[src/rtl/rqpi_pkg.sv]
`default_nettype none

package rqpi_pkg;

	localparam int VALUE_W   = 32;
	localparam int POS_W     = 5;
	localparam int COUNT_W   = 5;
	localparam int DEPTH_DEF = 16;

	typedef enum logic [1:0] {
		MODE_PUSH   = 2'd0,
		MODE_POP    = 2'd1,
		MODE_INSERT = 2'd2
	} mode_t;

	typedef enum logic [1:0] {
		ST_OK       = 2'd0,
		ST_OVERFLOW = 2'd1,
		ST_EMPTY    = 2'd2
	} status_t;

	// What one cell does with its slot in a cycle.
	typedef enum logic [1:0] {
		CELL_HOLD      = 2'd0,
		CELL_LOAD      = 2'd1,
		CELL_FROM_NEXT = 2'd2,
		CELL_FROM_PREV = 2'd3
	} cell_op_t;

	typedef struct packed {
		logic [1:0]                mode;
		logic signed [VALUE_W-1:0] value;
		logic [POS_W-1:0]          position;
	} req_t;

	typedef struct packed {
		logic [1:0]                status;
		logic signed [VALUE_W-1:0] out_value;
		logic [COUNT_W-1:0]        count;
	} rsp_t;

endpackage

`default_nettype wire

[src/rtl/rqpi_cell.sv]
`default_nettype none

module rqpi_cell (
	input  wire                                     clk,
	input  wire rqpi_pkg::cell_op_t                 op,
	input  wire logic signed [rqpi_pkg::VALUE_W-1:0] prev_val,
	input  wire logic signed [rqpi_pkg::VALUE_W-1:0] next_val,
	input  wire logic signed [rqpi_pkg::VALUE_W-1:0] load_val,
	output logic signed [rqpi_pkg::VALUE_W-1:0]      val
);
	import rqpi_pkg::*;

	logic signed [VALUE_W-1:0] val_q;

	always_ff @(posedge clk) begin
		unique case (op)
			CELL_LOAD:      val_q <= load_val;
			CELL_FROM_NEXT: val_q <= next_val;
			CELL_FROM_PREV: val_q <= prev_val;
			default:        val_q <= val_q;
		endcase
	end

	assign val = val_q;

endmodule

`default_nettype wire

[src/rtl/ring_queue_with_positional_insert.sv]
`default_nettype none

// Channel | Valid     | Stall     | Payload        | Meaning
// --------+-----------+-----------+----------------+------------------------------
// request | req_valid | req_stall | req (req_t)    | push / pop / insert operation
// result  | rsp_valid | rsp_stall | rsp (rsp_t)    | status, popped value, count
//
// For every operation the row of cells shifts, loads or holds in the
// cycle the request transaction is accepted, and the result sits in
// an output register the next cycle. A new request is taken each cycle
// unless a finished result is still stalled. arst_n clears the count and
// the result valid; cell contents are not reset and are never shown unless
// written.

module ring_queue_with_positional_insert #(
	parameter int DEPTH = rqpi_pkg::DEPTH_DEF
) (
	input  wire                clk,
	input  wire                arst_n,
	input  wire                req_valid,
	output logic               req_stall,
	input  wire rqpi_pkg::req_t req,
	output logic               rsp_valid,
	input  wire                rsp_stall,
	output rqpi_pkg::rsp_t     rsp
);
	import rqpi_pkg::*;

	// Count must be able to hold DEPTH itself.
	localparam int CW    = $clog2(DEPTH + 1);
	localparam int CMP_W = (CW > POS_W) ? CW : POS_W;

	logic [CW-1:0]             cnt_q;
	logic [CW-1:0]             cnt_next;
	logic                      rsp_valid_q;
	rsp_t                      rsp_q;
	rsp_t                      rsp_next;
	logic                      accept;
	logic                      full;
	logic                      empty;
	logic [CMP_W-1:0]          n_avail;
	logic [CMP_W-1:0]          pos_ext;
	logic [CMP_W-1:0]          ins_pos;
	mode_t                     mode;
	logic signed [VALUE_W-1:0] cell_val [DEPTH];
	cell_op_t                  cell_op  [DEPTH];

	// Hold the request side while a finished result waits to be taken.
	assign req_stall = rsp_valid_q & rsp_stall;
	assign accept    = req_valid & ~req_stall;

	assign mode  = mode_t'(req.mode);
	assign full  = (cnt_q == CW'(DEPTH));
	assign empty = (cnt_q == '0);

	// A full insert drops the head first, so one fewer entry stays ahead.
	assign n_avail = full ? CMP_W'(DEPTH - 1) : CMP_W'(cnt_q);
	assign pos_ext = CMP_W'(req.position);
	assign ins_pos = (pos_ext < n_avail) ? pos_ext : n_avail;

	// Per-cell steering: cell 0 is the head, higher cells toward the tail.
	for (genvar i = 0; i < DEPTH; i++) begin : g_cell
		logic [CMP_W-1:0]          idx;
		logic signed [VALUE_W-1:0] prev_v;
		logic signed [VALUE_W-1:0] next_v;

		assign idx = CMP_W'(i);

		if (i == 0) begin : g_first
			assign prev_v = cell_val[i];
		end else begin : g_mid_prev
			assign prev_v = cell_val[i-1];
		end

		if (i == DEPTH - 1) begin : g_last
			assign next_v = cell_val[i];
		end else begin : g_mid_next
			assign next_v = cell_val[i+1];
		end

		always_comb begin
			cell_op[i] = CELL_HOLD;
			if (accept) begin
				case (mode)
					MODE_PUSH: begin
						// Load at the tail slot unless full.
						if (!full && (idx == CMP_W'(cnt_q))) begin
							cell_op[i] = CELL_LOAD;
						end
					end
					MODE_POP: begin
						// Advance every entry one place toward the head.
						if (!empty) begin
							cell_op[i] = CELL_FROM_NEXT;
						end
					end
					MODE_INSERT: begin
						if (idx == ins_pos) begin
							cell_op[i] = CELL_LOAD;
						end else if (full) begin
							// Head dropped: entries ahead of the slot move up.
							if (idx < ins_pos) begin
								cell_op[i] = CELL_FROM_NEXT;
							end
						end else if (idx > ins_pos) begin
							// Entries behind the slot move toward the tail.
							cell_op[i] = CELL_FROM_PREV;
						end
					end
					default: cell_op[i] = CELL_HOLD;
				endcase
			end
		end

		rqpi_cell u_cell (
			.clk      (clk),
			.op       (cell_op[i]),
			.prev_val (prev_v),
			.next_val (next_v),
			.load_val (req.value),
			.val      (cell_val[i])
		);
	end

	// Result and next count for the accepted operation.
	always_comb begin
		cnt_next           = cnt_q;
		rsp_next.status    = ST_OK;
		rsp_next.out_value = '0;
		case (mode)
			MODE_PUSH: begin
				if (full) begin
					rsp_next.status = ST_OVERFLOW;
				end else begin
					cnt_next = cnt_q + CW'(1);
				end
			end
			MODE_POP: begin
				if (empty) begin
					rsp_next.status = ST_EMPTY;
				end else begin
					rsp_next.out_value = cell_val[0];
					cnt_next           = cnt_q - CW'(1);
				end
			end
			MODE_INSERT: begin
				if (full) begin
					rsp_next.status = ST_OVERFLOW;
				end else begin
					cnt_next = cnt_q + CW'(1);
				end
			end
			default: cnt_next = cnt_q;
		endcase
		rsp_next.count = COUNT_W'(cnt_next);
	end

	always_ff @(posedge clk or negedge arst_n) begin
		if (!arst_n) begin
			cnt_q       <= '0;
			rsp_valid_q <= 1'b0;
		end else begin
			if (accept) begin
				cnt_q       <= cnt_next;
				rsp_valid_q <= 1'b1;
			end else if (!rsp_stall) begin
				// Drop the result once taken.
				rsp_valid_q <= 1'b0;
			end
		end
	end

	always_ff @(posedge clk) begin
		if (accept) begin
			rsp_q <= rsp_next;
		end
	end

	assign rsp_valid = rsp_valid_q;
	assign rsp       = rsp_q;

endmodule

`default_nettype wire
[config.mk]
export PLATFORM = sky130hd
export DESIGN_NAME = ring_queue_with_positional_insert
export DESIGN_NICKNAME = d
export VERILOG_FILES = /design/src/rtl/rqpi_pkg.sv /design/src/rtl/rqpi_cell.sv /design/src/rtl/ring_queue_with_positional_insert.sv
export SDC_FILE = /design/constraint.sdc
export NUM_CORES = 1
export LEC_CHECK = 0
export ABC_AREA = 1
export BUFFER_PORTS_ARGS = -buffer_cell sky130_fd_sc_hd__buf_4
export CORE_MARGIN = 1.5
export CORE_UTILIZATION = 57
export DETAILED_ROUTE_END_ITERATION = 16
export PLACE_DENSITY = 0.83
export SYNTH_ARGS = -nofsm -noshare
export SYNTH_HDL_FRONTEND = slang
export SYNTH_SLANG_ARGS = --single-unit
[constraint.sdc]
create_clock -name clk -period 5.3 [get_ports clk]
set_clock_uncertainty 0.15 [all_clocks]
set_input_delay 0.265 -clock clk [delete_from_list [all_inputs] [get_ports clk]]
set_output_delay 0.265 -clock clk [all_outputs]
set_load 0.02 [all_outputs]
==> run metrics <==
outcome=finished, final reports clean; flop2flop setup slack=0.57 ns; hpwl dp=54.7 mm; vias per inst=6.68; HP Start=req_valid; Worst Path Buf+Inv=5; M2 GR Usage=52.2%; largest net degree at the start of global routing=211; LEAKAGE=0.0123 uW; busiest layer in global routing=met2; fin crit period=4.73 ns; CTS tree=done; Area growth syn-to-layout=8.98%; Slew HR=21.4%; Commonest cells post-synth=922 x nand2_1, 642 x nand4_1, 551 x edfxtp_1, 521 x nand3_1, 144 x buf_2; WL/cell=21.0 um; Fillers=4094; total gr overflow=0; #FFs+latches synth=557; Root Driver=clkbuf_16; Ys Warns=0; Arr. time, crit path=4.91 ns; Netlist cell types=38; GR Layer Usage met3=3.15%; drt first pass iters=6; clk slew on worst S/H paths=0.06 ns; most frequent CP cell=nand2_1; worst-margin pin slew=1.18 ns; top post-synthesis cells by area=edfxtp_1 55%, nand4_1 13%, nand2_1 12%; Final Hold Vio Count=0; Tightest Hold Check Type=input pin to register; max incr delay on CP=0.87 ns; mapped cell area=30000 um^2; Num CTS Buffers=58; die height=233 um; Non-Filler Instances=3895; share of cells above drive strength 1=10.3%; Hold Path Depth=4; # diodes=0; total power=14000 uW; Initial Util=58.1%; Rows=83; setup ws final=0.571 ns; Mapped Cells=3242; top-area cell type share of the netlist area=55.1%; FMAX=211 MHz; Post-synth EDFFs=551; CP Data Required Time=5.48 ns; Total GRT Usage=30.3%; net count after synthesis=3294; Die X=233 um; final core utilization=63.3%; Reg2Reg Launch Point=cnt_q[0]; Async SR Flop Fraction=1.08%; routed wire length=81.9 mm; CP Launch Type=register; unrepaired setup endpoints after global routing=false; CP Cell Sequence=inv_1 -> ha_1 -> nand3_2 -> buf_4 -> nand2_1 -> nand2_1 -> nand2_1 -> nor2_2 -> nand2_4 -> nand2_4 -> nand2_1 -> nand2_2 -> nand2_4 -> inv_1 -> nand3_1 -> nand2_1 -> nand2_1 -> nand2_1 -> inv_2 -> o21ai_2 -> buf_4; DRT antenna net count=0; global-route wire length before repair=134 mm; Total Neg Setup Slack=0 ns; fin. max-slew vios=0; post-synth top area cell=edfxtp_1; drt drc=0; Avg Inst Size Synth=9.27 um^2; slowest stage cell, crit path=o21ai_2; Buffers on Ports=83; routability congestion estimate=0.938; worst flop-to-flop path endpoint=g_cell[6].u_cell.val[27]; Ports=84; first-iteration detailed-routing DRC count=3252; peak supply drop=0.263 mV; Worst-Skew Late Latency=0.63 ns; fin nets=3219; PD cells=429 nW/um^2; die area=54100 um^2; final-report setup violation count=0; FF-to-FF path depth=21; critical path class=register to register; # H-tree levels=2; delay-heaviest family, CP=simple AND/OR/NAND/NOR gates; CTS sink cnt=557; DR vias=26000; Place WS=0.544 ns; Hold Crit Endpoint=rsp[38]; Bufs on Longest Clock Path=3; nature of the critical path endpoint=register; Crit Path Max Fanout=33; met1 Usage GRT=39.3%; ys flop type=edfxtp_1; initial antenna violation count=0; Tcrit/Tclk final=89.2%; Core Box Area=51700 um^2; Inst Count DP=3749; sequential area share after synthesis=55.6%; maxcap violations=0; vias in the first global route=26100; count leader, synth=nand2_1
==> cells in the final DEF (no fill, tap or decap), drive strengths merged <==
cell type    synthesis  routed
a21boi               1       1
a21oi               13      13
a22oi                1       1
a311o                1       1
buf                213     153
bufinv               0       5
clkbuf             113      79
clkinv               4      25
clkinvlp             0       1
dfrtp                6       6
dlygate4sd3          0      38
edfxtp             551     551
ha                   9       9
inv                 80      82
mux2                32      32
nand2              944     944
nand3              522     522
nand4              642     642
nor2                75      75
nor3                 1       1
o211ai               1       1
o21ai               25      25
o21bai               1       1
o221ai               1       1
o22ai                5       5
xor2                 1       1
==> registers in the layout, indices dropped and copies added, names as in the netlist <==
| signal | count |
|---|---|
| rsp_valid | 1 |
| rsp | 39 |
| g_cell.u_cell.val | 512 |
| cnt_q | 5 |
==> per-stage QoR <==
step | hold WS [ns] | cell area [um^2]
floorplan | -0.181 | 30000
global placement | -0.0660 | 30600
detailed placement | -0.0659 | 30600
CTS | 0.236 | 32700
global route | 0.271 | 32700
finish | 0.247 | 32700
==> per-layer routing <==
layer | share of wire [%] | routed length, um
met3 | 7.8 | 6370
met4 | 3.7 | 3000
met5 | 0 | 0
met2 | 51 | 41500
met1 | 38 | 31000
==> final cells by class <==
| type | instances | area, um^2 | share of cell area (%) |
|---|---|---|---|
| inverters | 84 | 315 | 0.963 |
| clock inverters | 29 | 274 | 0.837 |
| well taps | 680 | 851 | 2.60 |
| multi-input cells | 2275 | 11500 | 35.2 |
| flip-flops and latches | 557 | 16700 | 51.0 |
| clock buffers | 79 | 1530 | 4.67 |
| repair buffers | 191 | 1540 | 4.71 |
==> worst register-to-register path: cells and delay by family (launching register included) <==
kind	cells	cell delay, ns
adder cells (fa/ha/maj)	1	0.29
flip-flops	1	0.44
buffers and inverters	5	1.15
AO/OA/AOI/OAI	1	0.87
AND/OR/NAND/NOR	14	1.54
==> worst max path at each step <==
| stage | startpoint | endpoint | slack [ns] | cells past startpoint |
|---|---|---|---|---|
| floorplan | cnt_q[0] | g_cell[4].u_cell.val[0] | 0.32 | 24 |
| global placement | cnt_q[0] | g_cell[5].u_cell.val[26] | 0.74 | 22 |
| detailed placement | cnt_q[0] | g_cell[5].u_cell.val[25] | 0.54 | 21 |
| CTS | cnt_q[0] | g_cell[5].u_cell.val[29] | 0.52 | 21 |
| global route | cnt_q[0] | g_cell[6].u_cell.val[29] | 0.14 | 21 |
| finish | cnt_q[0] | g_cell[6].u_cell.val[27] | 0.57 | 21 |
==> where the power goes <==
| group | total [uW] | internal (uW) | switching [uW] |
|---|---|---|---|
| Combinational | 3880 | 923 | 2960 |
| Sequential | 6150 | 5770 | 373 |
| Clock | 4020 | 2260 | 1760 |
| Total | 14000 | 8960 | 5090 |
==> logic make-up (layout without fill, tap and decap cells) <==
logic type               Yosys count  after routing  synth area share (%)
flip-flops                       557            557                  55.6
AND/OR/NAND/NOR                 2184           2184                  35.5
AO/OA/AOI/OAI                     49             49                  1.06
XOR/XNOR                           1              1                0.0292
multiplexers                      32             32                  1.20
buffers and inverters            410            383                  6.28
adder cells (fa/ha/maj)            9              9                 0.375
==> repair_timing <==
item                                    4_1_cts  5_1_grt
endpoints found under the setup margin        0       13
endpoints found under the hold margin       497        0
gates resized for setup                       0        1
hold buffers                                 38        0
setup buffers                                 0        0
Power figures use the tool's default switching activity.
